--- config.mk ---
export PLATFORM = sky130hd
export DESIGN_NAME = key_press_duration_classifier_unit_flat
export DESIGN_NICKNAME = d
export VERILOG_FILES = /design/src/hw/rtl/kpdc_pkg.sv /design/src/hw/rtl/kpdc_if.sv /design/src/hw/rtl/key_press_duration_classifier_unit.sv /design/src/flat_wrapper.sv
export SDC_FILE = /design/constraint.sdc
export NUM_CORES = 1
export LEC_CHECK = 0
export BUFFER_PORTS_ARGS = -buffer_cell sky130_fd_sc_hd__buf_2
export CORE_ASPECT_RATIO = 1.5
export CORE_UTILIZATION = 62
export DETAILED_ROUTE_END_ITERATION = 10
export PLACE_DENSITY_LB_ADDON = 0.05
export SKIP_LAST_GASP = 1
export SLEW_MARGIN = 20
export SYNTH_ARGS = -nofsm -noshare
export SYNTH_HDL_FRONTEND = slang
export SYNTH_SLANG_ARGS = --single-unit
--- constraint.sdc ---
create_clock -name clock -period 6.2 [get_ports clock]
set_clock_uncertainty 0.1 [all_clocks]
set_input_delay 1.24 -clock clock [delete_from_list [all_inputs] [get_ports clock]]
set_output_delay 1.24 -clock clock [all_outputs]
set_load 0.02 [all_outputs]
--- src/hw/rtl/kpdc_pkg.sv ---
// Package for the key press duration classifier.
// Holds widths, register indexes, reset values and the event codes.
// Depends on nothing; every other file of the block uses it.
package kpdc_pkg;

   // Width of the held tick counter by default.
   localparam int COUNT_BITS_DEFAULT = 10;

   // Widths of the fixed fields.
   localparam int TICK_W    = 10;
   localparam int EVENT_W   = 2;
   localparam int CSR_IDX_W = 3;
   localparam int CSR_DAT_W = 10;

   // Register indexes on the configuration port.
   localparam logic [CSR_IDX_W-1:0] CSR_DEBOUNCE_TICKS   = 3'd0;
   localparam logic [CSR_IDX_W-1:0] CSR_PAIR_HOLD_TICKS  = 3'd1;
   localparam logic [CSR_IDX_W-1:0] CSR_RESET_HOLD_TICKS = 3'd2;
   localparam logic [CSR_IDX_W-1:0] CSR_CLICK_ENABLE     = 3'd3;
   localparam logic [CSR_IDX_W-1:0] CSR_PAIR_ENABLE      = 3'd4;
   localparam logic [CSR_IDX_W-1:0] CSR_RESET_ENABLE     = 3'd5;

   // Register values after reset.
   localparam logic [TICK_W-1:0] DEBOUNCE_TICKS_RESET   = 10'd3;
   localparam logic [TICK_W-1:0] PAIR_HOLD_TICKS_RESET  = 10'd200;
   localparam logic [TICK_W-1:0] RESET_HOLD_TICKS_RESET = 10'd500;

   // Classes reported on release.
   typedef enum logic [EVENT_W-1:0] {
      EV_NONE  = 2'd0,
      EV_CLICK = 2'd1,
      EV_PAIR  = 2'd2,
      EV_RESET = 2'd3
   } key_event_type;

endpackage

--- src/hw/rtl/kpdc_if.sv ---
// Channel interfaces of the key press duration classifier.
// Sample input, event output and register write channel; uses kpdc_pkg.
interface kpdc_req_if;
   logic valid;
   logic ready;
   logic key_low;

   modport source (output valid, output key_low, input ready);
   modport sink   (input valid, input key_low, output ready);
endinterface

interface kpdc_rsp_if;
   logic                          valid;
   logic                          ready;
   logic [kpdc_pkg::EVENT_W-1:0]  key_event;

   modport source (output valid, output key_event, input ready);
   modport sink   (input valid, input key_event, output ready);
endinterface

interface kpdc_csr_if;
   logic                            valid;
   logic                            ready;
   logic [kpdc_pkg::CSR_IDX_W-1:0]  index;
   logic [kpdc_pkg::CSR_DAT_W-1:0]  data;

   modport source (output valid, output index, output data, input ready);
   modport sink   (input valid, input index, input data, output ready);
endinterface

--- src/hw/rtl/key_press_duration_classifier_unit.sv ---
// Top level of the key press duration classifier.
// Depends on kpdc_pkg and the channel interfaces in kpdc_if.sv.
//
//   channel  | direction | payload                        | handshake
//   ---------+-----------+--------------------------------+-------------
//   req_ch   | in        | key_low (1 bit)                | valid/ready
//   rsp_ch   | out       | key_event (2 bit)              | valid/ready
//   csr_ch   | in        | index (3 bit), data (10 bit)   | valid/ready
//
// Every accepted sample word produces exactly one event word in the output register.
// A new sample word can be taken every cycle; the only limit is the single
// output register, which must be empty or draining in the same cycle.
// Reset is synchronous and active high; it restores the register defaults.
// Register writes are always accepted and take effect on the next cycle.
module key_press_duration_classifier_unit #(
   parameter int COUNT_BITS = kpdc_pkg::COUNT_BITS_DEFAULT
) (
   input logic        clock,
   input logic        reset,
   kpdc_req_if.sink   req_ch,
   kpdc_rsp_if.source rsp_ch,
   kpdc_csr_if.sink   csr_ch
);

   // The held counter and the thresholds are compared at a common width.
   localparam int CMP_W = (COUNT_BITS > kpdc_pkg::TICK_W) ? COUNT_BITS : kpdc_pkg::TICK_W;

   typedef enum logic [1:0] {
      PH_IDLE = 2'd0,
      PH_WAIT = 2'd1,
      PH_HOLD = 2'd2
   } phase_type;

   // Configuration registers.
   logic [kpdc_pkg::TICK_W-1:0] debounce_ticks_ff;
   logic [kpdc_pkg::TICK_W-1:0] pair_hold_ticks_ff;
   logic [kpdc_pkg::TICK_W-1:0] reset_hold_ticks_ff;
   logic                        click_enable_ff;
   logic                        pair_enable_ff;
   logic                        reset_enable_ff;

   // Classifier state and its next values.
   phase_type                   phase_ff, phase_in;
   logic                        last_level_low_ff, last_level_low_in;
   logic [kpdc_pkg::TICK_W-1:0] wait_count_ff, wait_count_in;
   logic [COUNT_BITS-1:0]       held_count_ff, held_count_in;

   // Output register.
   logic                        rsp_valid_ff, rsp_valid_in;
   kpdc_pkg::key_event_type     rsp_event_ff, rsp_event_in;

   logic                        req_accept;
   logic                        wait_step_done;
   logic [kpdc_pkg::TICK_W-1:0] wait_count_inc;
   logic [CMP_W-1:0]            held_wide;
   logic [CMP_W-1:0]            pair_wide;
   logic [CMP_W-1:0]            reset_wide;
   kpdc_pkg::key_event_type     release_event;

   // The output register can take a new word when it is empty or being drained.
   assign req_ch.ready     = !rsp_valid_ff || rsp_ch.ready;
   assign req_accept       = req_ch.valid && req_ch.ready;
   assign csr_ch.ready     = 1'b1;
   assign rsp_ch.valid     = rsp_valid_ff;
   assign rsp_ch.key_event = rsp_event_ff;

   // Release classification: longest threshold first, disabled classes fall through.
   assign held_wide  = CMP_W'(held_count_ff);
   assign pair_wide  = CMP_W'(pair_hold_ticks_ff);
   assign reset_wide = CMP_W'(reset_hold_ticks_ff);

   always_comb begin
      if (reset_enable_ff && (held_wide >= reset_wide)) begin
         release_event = kpdc_pkg::EV_RESET;
      end else if (pair_enable_ff && (held_wide >= pair_wide)) begin
         release_event = kpdc_pkg::EV_PAIR;
      end else if (click_enable_ff) begin
         release_event = kpdc_pkg::EV_CLICK;
      end else begin
         release_event = kpdc_pkg::EV_NONE;
      end
   end

   // The debounce counter saturates; a threshold of zero is met on the first
   // tick after the edge, exactly as a threshold of one.
   assign wait_count_inc = (wait_count_ff != '1) ? (wait_count_ff + 1'b1) : wait_count_ff;
   assign wait_step_done = (wait_count_inc >= debounce_ticks_ff);

   always_comb begin
      phase_in          = phase_ff;
      last_level_low_in = last_level_low_ff;
      wait_count_in     = wait_count_ff;
      held_count_in     = held_count_ff;
      rsp_valid_in      = rsp_valid_ff && !rsp_ch.ready;
      rsp_event_in      = rsp_event_ff;

      if (req_accept) begin
         last_level_low_in = req_ch.key_low;
         rsp_valid_in      = 1'b1;
         rsp_event_in      = kpdc_pkg::EV_NONE;

         unique case (phase_ff)
            PH_WAIT: begin
               wait_count_in = wait_count_inc;
               if (wait_step_done) begin
                  wait_count_in = '0;
                  if (req_ch.key_low) begin
                     phase_in      = PH_HOLD;
                     held_count_in = COUNT_BITS'(1);
                  end else begin
                     phase_in = PH_IDLE;
                  end
               end
            end
            PH_HOLD: begin
               if (req_ch.key_low) begin
                  if (held_count_ff != '1) begin
                     held_count_in = held_count_ff + 1'b1;
                  end
               end else begin
                  rsp_event_in  = release_event;
                  held_count_in = '0;
                  phase_in      = PH_IDLE;
               end
            end
            default: begin
               // Idle: a fresh press edge starts the debounce wait.
               phase_in = PH_IDLE;
               if (req_ch.key_low && !last_level_low_ff) begin
                  phase_in      = PH_WAIT;
                  wait_count_in = '0;
               end
            end
         endcase
      end
   end

   always_ff @(posedge clock) begin
      if (reset) begin
         debounce_ticks_ff   <= kpdc_pkg::DEBOUNCE_TICKS_RESET;
         pair_hold_ticks_ff  <= kpdc_pkg::PAIR_HOLD_TICKS_RESET;
         reset_hold_ticks_ff <= kpdc_pkg::RESET_HOLD_TICKS_RESET;
         click_enable_ff     <= 1'b0;
         pair_enable_ff      <= 1'b0;
         reset_enable_ff     <= 1'b0;
      end else if (csr_ch.valid) begin
         unique case (csr_ch.index)
            kpdc_pkg::CSR_DEBOUNCE_TICKS:   debounce_ticks_ff   <= csr_ch.data;
            kpdc_pkg::CSR_PAIR_HOLD_TICKS:  pair_hold_ticks_ff  <= csr_ch.data;
            kpdc_pkg::CSR_RESET_HOLD_TICKS: reset_hold_ticks_ff <= csr_ch.data;
            kpdc_pkg::CSR_CLICK_ENABLE:     click_enable_ff     <= csr_ch.data[0];
            kpdc_pkg::CSR_PAIR_ENABLE:      pair_enable_ff      <= csr_ch.data[0];
            kpdc_pkg::CSR_RESET_ENABLE:     reset_enable_ff     <= csr_ch.data[0];
            default: begin
               // Writes to unused indexes are dropped.
            end
         endcase
      end
   end

   always_ff @(posedge clock) begin
      if (reset) begin
         phase_ff          <= PH_IDLE;
         last_level_low_ff <= 1'b0;
         wait_count_ff     <= '0;
         held_count_ff     <= '0;
         rsp_valid_ff      <= 1'b0;
      end else begin
         phase_ff          <= phase_in;
         last_level_low_ff <= last_level_low_in;
         wait_count_ff     <= wait_count_in;
         held_count_ff     <= held_count_in;
         rsp_valid_ff      <= rsp_valid_in;
      end
      rsp_event_ff <= rsp_event_in;
   end

   // The held counter is only in use while a press is being held.
   assert property (@(posedge clock) disable iff (reset)
      (phase_ff != PH_HOLD) |-> (held_count_ff == '0))
      else $error("held counter nonzero outside the hold phase");

   // The debounce counter is only in use during the wait.
   assert property (@(posedge clock) disable iff (reset)
      (phase_ff != PH_WAIT) |-> (wait_count_ff == '0))
      else $error("debounce counter nonzero outside the wait phase");

   // Every accepted sample leaves a word in the output register.
   assert property (@(posedge clock) disable iff (reset)
      req_accept |=> rsp_valid_ff)
      else $error("accepted sample produced no event word");

   // Only a release during a hold can report a class.
   assert property (@(posedge clock) disable iff (reset)
      (req_accept && (phase_ff != PH_HOLD)) |=> (rsp_event_ff == kpdc_pkg::EV_NONE))
      else $error("event reported outside a held press");

endmodule

--- src/flat_wrapper.sv ---
// flat-port wrapper written by rule: the top's interface ports become plain ports
module key_press_duration_classifier_unit_flat 
#(
   parameter int COUNT_BITS = kpdc_pkg::COUNT_BITS_DEFAULT
)
  (clock, reset, req_ch_valid, req_ch_key_low, req_ch_ready, rsp_ch_valid, rsp_ch_key_event, rsp_ch_ready, csr_ch_valid, csr_ch_index, csr_ch_data, csr_ch_ready);
  kpdc_req_if req_ch_i ();
  kpdc_rsp_if rsp_ch_i ();
  kpdc_csr_if csr_ch_i ();
  input logic clock;
  input logic reset;
  input wire logic [$bits(req_ch_i.valid)-1:0] req_ch_valid;
  input wire logic [$bits(req_ch_i.key_low)-1:0] req_ch_key_low;
  output wire logic [$bits(req_ch_i.ready)-1:0] req_ch_ready;
  output wire logic [$bits(rsp_ch_i.valid)-1:0] rsp_ch_valid;
  output wire logic [$bits(rsp_ch_i.key_event)-1:0] rsp_ch_key_event;
  input wire logic [$bits(rsp_ch_i.ready)-1:0] rsp_ch_ready;
  input wire logic [$bits(csr_ch_i.valid)-1:0] csr_ch_valid;
  input wire logic [$bits(csr_ch_i.index)-1:0] csr_ch_index;
  input wire logic [$bits(csr_ch_i.data)-1:0] csr_ch_data;
  output wire logic [$bits(csr_ch_i.ready)-1:0] csr_ch_ready;
  assign req_ch_i.valid = req_ch_valid;
  assign req_ch_i.key_low = req_ch_key_low;
  assign req_ch_ready = req_ch_i.ready;
  assign rsp_ch_valid = rsp_ch_i.valid;
  assign rsp_ch_key_event = rsp_ch_i.key_event;
  assign rsp_ch_i.ready = rsp_ch_ready;
  assign csr_ch_i.valid = csr_ch_valid;
  assign csr_ch_i.index = csr_ch_index;
  assign csr_ch_i.data = csr_ch_data;
  assign csr_ch_ready = csr_ch_i.ready;
  key_press_duration_classifier_unit #(.COUNT_BITS(COUNT_BITS)) u_core (.clock(clock), .reset(reset), .req_ch(req_ch_i), .rsp_ch(rsp_ch_i), .csr_ch(csr_ch_i));
endmodule
==> flow_summary.json <==
{
  "drv_slew": 0,
  "worstMarginPinSlew_ns": 1.08,
  "dpl.cell_count": 503,
  "reg2regPathDepth": 12,
  "std_cell_rows": 32,
  "crit_buf_inv": 0,
  "grt_util_met3": 0.0622,
  "drt_iter0_markers": 100,
  "utilization": 0.715,
  "yosysUniqueCellTypes": 57,
  "peakVddDrop_v": 0.000147,
  "grtUsageMet2": 0.539,
  "ant_nets": 0,
  "max_slew_margin": 0.277,
  "timing.rr.end": "u_core.held_count_ff[4]$_SDFFE_PP0P_",
  "insertion_delay_ns": 0.33,
  "yosys.area.top_type": "dfxtp_1",
  "routedWlPerCell_um": 16.1,
  "clk_pin_slew_ns": 0.06,
  "path_cells": "ha_1 > nand2_1 > a21oi_1 > and4_1 > xor2_1 > ha_1 > nand4_1 > a211oi_1 > nor2_1 > a21oi_1 > nand3_1 > o41ai_1",
  "place_hpwl_um": 6190,
  "grt_antenna_before_repair": 0,
  "wirelength_um": 8360,
  "io_pins": 24,
  "critPathLaunch": "u_core.wait_count_ff[0]$_SDFFE_PP0P_",
  "netlist.area_leader.share": 0.330,
  "grt_max_degree": 45,
  "start_util": 0.659,
  "drive_above_1_share": 0.118,
  "num_antenna_cells": 0,
  "syn_inst": 430,
  "clockRootBuffer": "clkbuf_8",
  "max_freq_mhz": 290,
  "die_area_um2": 5880,
  "vias": 3060,
  "timing.rr.start": "u_core.wait_count_ff[0]$_SDFFE_PP0P_",
  "areaGrowthSynthToFinish_pct": 8.51,
  "fin_crit_sh": 0.555,
  "outcome": "finished clean",
  "grt.busiest_layer": "met2",
  "finalSetupViolations": 0,
  "power_density_nw_per_um2": 204,
  "avgSynthCellArea_um2": 8.04,
  "worst_path_max_delay_cell": "dfxtp_1",
  "grt_first_pass_wirelength_um": 13800,
  "grt.overflow.total": 0,
  "synthTopCellsByArea": "dfxtp_1, ha_1, nand2_1",
  "synth_top_flop_cell": "dfxtp_1",
  "fin_setup_tns_ns": 0,
  "grt_pass1_vias": 3015,
  "drc": 0,
  "synth_edf_count": 2,
  "min_period_ns": 3.44,
  "crit_end": "u_core.held_count_ff[4]$_SDFFE_PP0P_",
  "critPathRequiredTime_ns": 6.32,
  "grt_setup_unrepaired": "no",
  "fp.coreArea_um2": 5250,
  "synth.cell_area_um2": 3460,
  "seq_area_frac_synth": 0.347,
  "reg2reg_slack_ns": 2.76,
  "drt_pass1_iterations": 4,
  "async_flop_share": 0,
  "clk_path_buf_depth": 2,
  "grtUsageMet1": 0.329,
  "post_cts_buffers": 0,
  "crit_path_end_kind": "flop",
  "cts_tree": "done",
  "arrival_ns": 3.56,
  "fp.dieW_um": 63.0,
  "htreeDepth": 3,
  "synth_seq_cells": 59,
  "die_h_um": 93.5,
  "portBuffers": 22,
  "critPathKind": "flop to flop",
  "track_usage": 0.306,
  "crit_cells": 12,
  "ctsHoldBuffers": 0,
  "fillers": 443,
  "cap_viol_max_count": 0,
  "cp-start-kind": "flop",
  "min-delay-start": "u_core.debounce_ticks_ff[4]$_SDFFE_PP0P_",
  "viasPerCell": 5.90,
  "cts_made_buffers": 9,
  "synth_fp_nets": 483,
  "cp_max_fo": 5,
  "ctsResizeCount": 0,
  "finalHoldViolCount": 0,
  "crit_family": "compound AO/OA/AOI/OAI gates",
  "hp-class": "flop to flop",
  "max_stage_delay_ns": 0.39,
  "fin_cells": 519,
  "yosysWarnings": 0,
  "fin_nets": 499,
  "cts.sinks": 59,
  "p_leak_uw": 0.00157,
  "gp_congestion": 0.870
}
worst register-to-register path: stages (launching register included):
cell and delay (ns):
dfxtp_1 0.39, ha_1 0.23, nand2_1 0.10, a21oi_1 0.27, and4_1 0.31, xor2_1 0.09
ha_1 0.28, nand4_1 0.17, a211oi_1 0.28, nor2_1 0.10, a21oi_1 0.38, nand3_1 0.26
o41ai_1 0.36
flip-flops by register name, indices dropped and copies added (netlist names):
name / cells
u_core.last_level_low_ff: 1
u_core.wait_count_ff: 10
u_core.rsp_ch.valid: 1
u_core.reset_hold_ticks_ff: 10
u_core.click_enable_ff: 1
u_core.phase_ff: 2
u_core.pair_hold_ticks_ff: 10
u_core.pair_enable_ff: 1
u_core.debounce_ticks_ff: 10
u_core.reset_enable_ff: 1
u_core.rsp_ch.key_event: 2
u_core.held_count_ff: 10
metrics by stage:
step | hold WS, ns | power [uW] | worst slack [ns] | cell area (um2)
after floorplan | 0.336 | 444 | 3.17 | 3460
after global placement | 0.344 | 464 | 2.91 | 3580
after detailed placement | 0.346 | 466 | 2.84 | 3580
after CTS | 0.356 | 769 | 2.82 | 3750
after global routing | 0.377 | 796 | 2.50 | 3750
final | 0.357 | 764 | 2.76 | 3750
cell type report:
type / instances / area [um2] / area share
multi-input cells: 314 / 2030 / 0.542
clock inverters: 5 / 28.8 / 0.00767
clock buffers: 11 / 141 / 0.0377
flip-flops and latches: 59 / 1200 / 0.320
well taps: 68 / 85.1 / 0.0227
repair buffers: 22 / 110 / 0.0294
inverters: 40 / 150 / 0.0400
how the worst min path moves through the flow:
stage	slack, ns	cells past startpoint	endpoint
2_1_floorplan	0.34	2	u_core.debounce_ticks_ff[2]$_SDFFE_PP0P_
3_3_place_gp	0.34	2	u_core.debounce_ticks_ff[2]$_SDFFE_PP0P_
3_5_place_dp	0.35	2	u_core.reset_hold_ticks_ff[3]$_SDFFE_PP0P_
4_1_cts	0.36	2	u_core.reset_hold_ticks_ff[3]$_SDFFE_PP0P_
5_1_grt	0.38	2	u_core.debounce_ticks_ff[4]$_SDFFE_PP0P_
6_report	0.36	2	u_core.debounce_ticks_ff[4]$_SDFFE_PP0P_
cells in the mapped netlist, drive strengths merged, types with 6 or more instances:
master and number:
nor3 9, inv 40, dfxtp 57, clkbuf 11
a21o 6, o21ai 20, nor2 23, nand4 6
a21oi 39, nand2 71, buf 6, o211ai 17
nand3 17, ha 34
power by group:
group / switching (uW) / internal, uW / total, uW / leakage, uW
clock network: 152 / 154 / 306 / 0.0000928
registers: 3.63 / 389 / 392 / 0.000482
logic: 45.2 / 20.6 / 65.8 / 0.000990
total: 201 / 563 / 764 / 0.00157
layout by cell type (no fill, tap or decap), types with 2 or more instances in the layout:
cell type and n:
a22oi_1 4, a41oi_1 2, inv_1 40, nand2b_1 4
buf_2 22, a211oi_1 3, o41ai_1 5, o21ai_0 19
nor2b_1 2, and2_2 2, mux2i_1 2, nor3_1 8
dfxtp_1 57, a21boi_0 2, xnor2_1 3, or4_1 3
o31ai_1 2, nor2_1 22, nand2_1 70, o21a_1 3
ha_1 34, a21oi_1 39, clkbuf_8 10, nand4_1 6
edfxtp_1 2, nor3b_1 2, and4_1 3, xor2_1 3
and3_1 3, and2_1 3, or3_1 4, o211ai_1 17
nand3_1 17, a21o_1 6, clkinv_2 4
logic make-up after synthesis:
group	count (synthesis)	synth area share
flip-flops	59	0.347
multiplexers	3	0.00905
buffers and inverters	57	0.0641
other	1	0.00108
adder cells (fa/ha/maj)	34	0.123
AO/OA/AOI/OAI	111	0.212
AND/OR/NAND/NOR	159	0.228
XOR/XNOR	6	0.0152
metal layers:
metal / vias to the layer above / wire (um)
met5: - / 0
met4: 0 / 364
met3: 28 / 313
met2: 74 / 4250
met1: 1410 / 3430
li1: 1548 / -
Note: power is estimated with default switching activity, not from simulation.
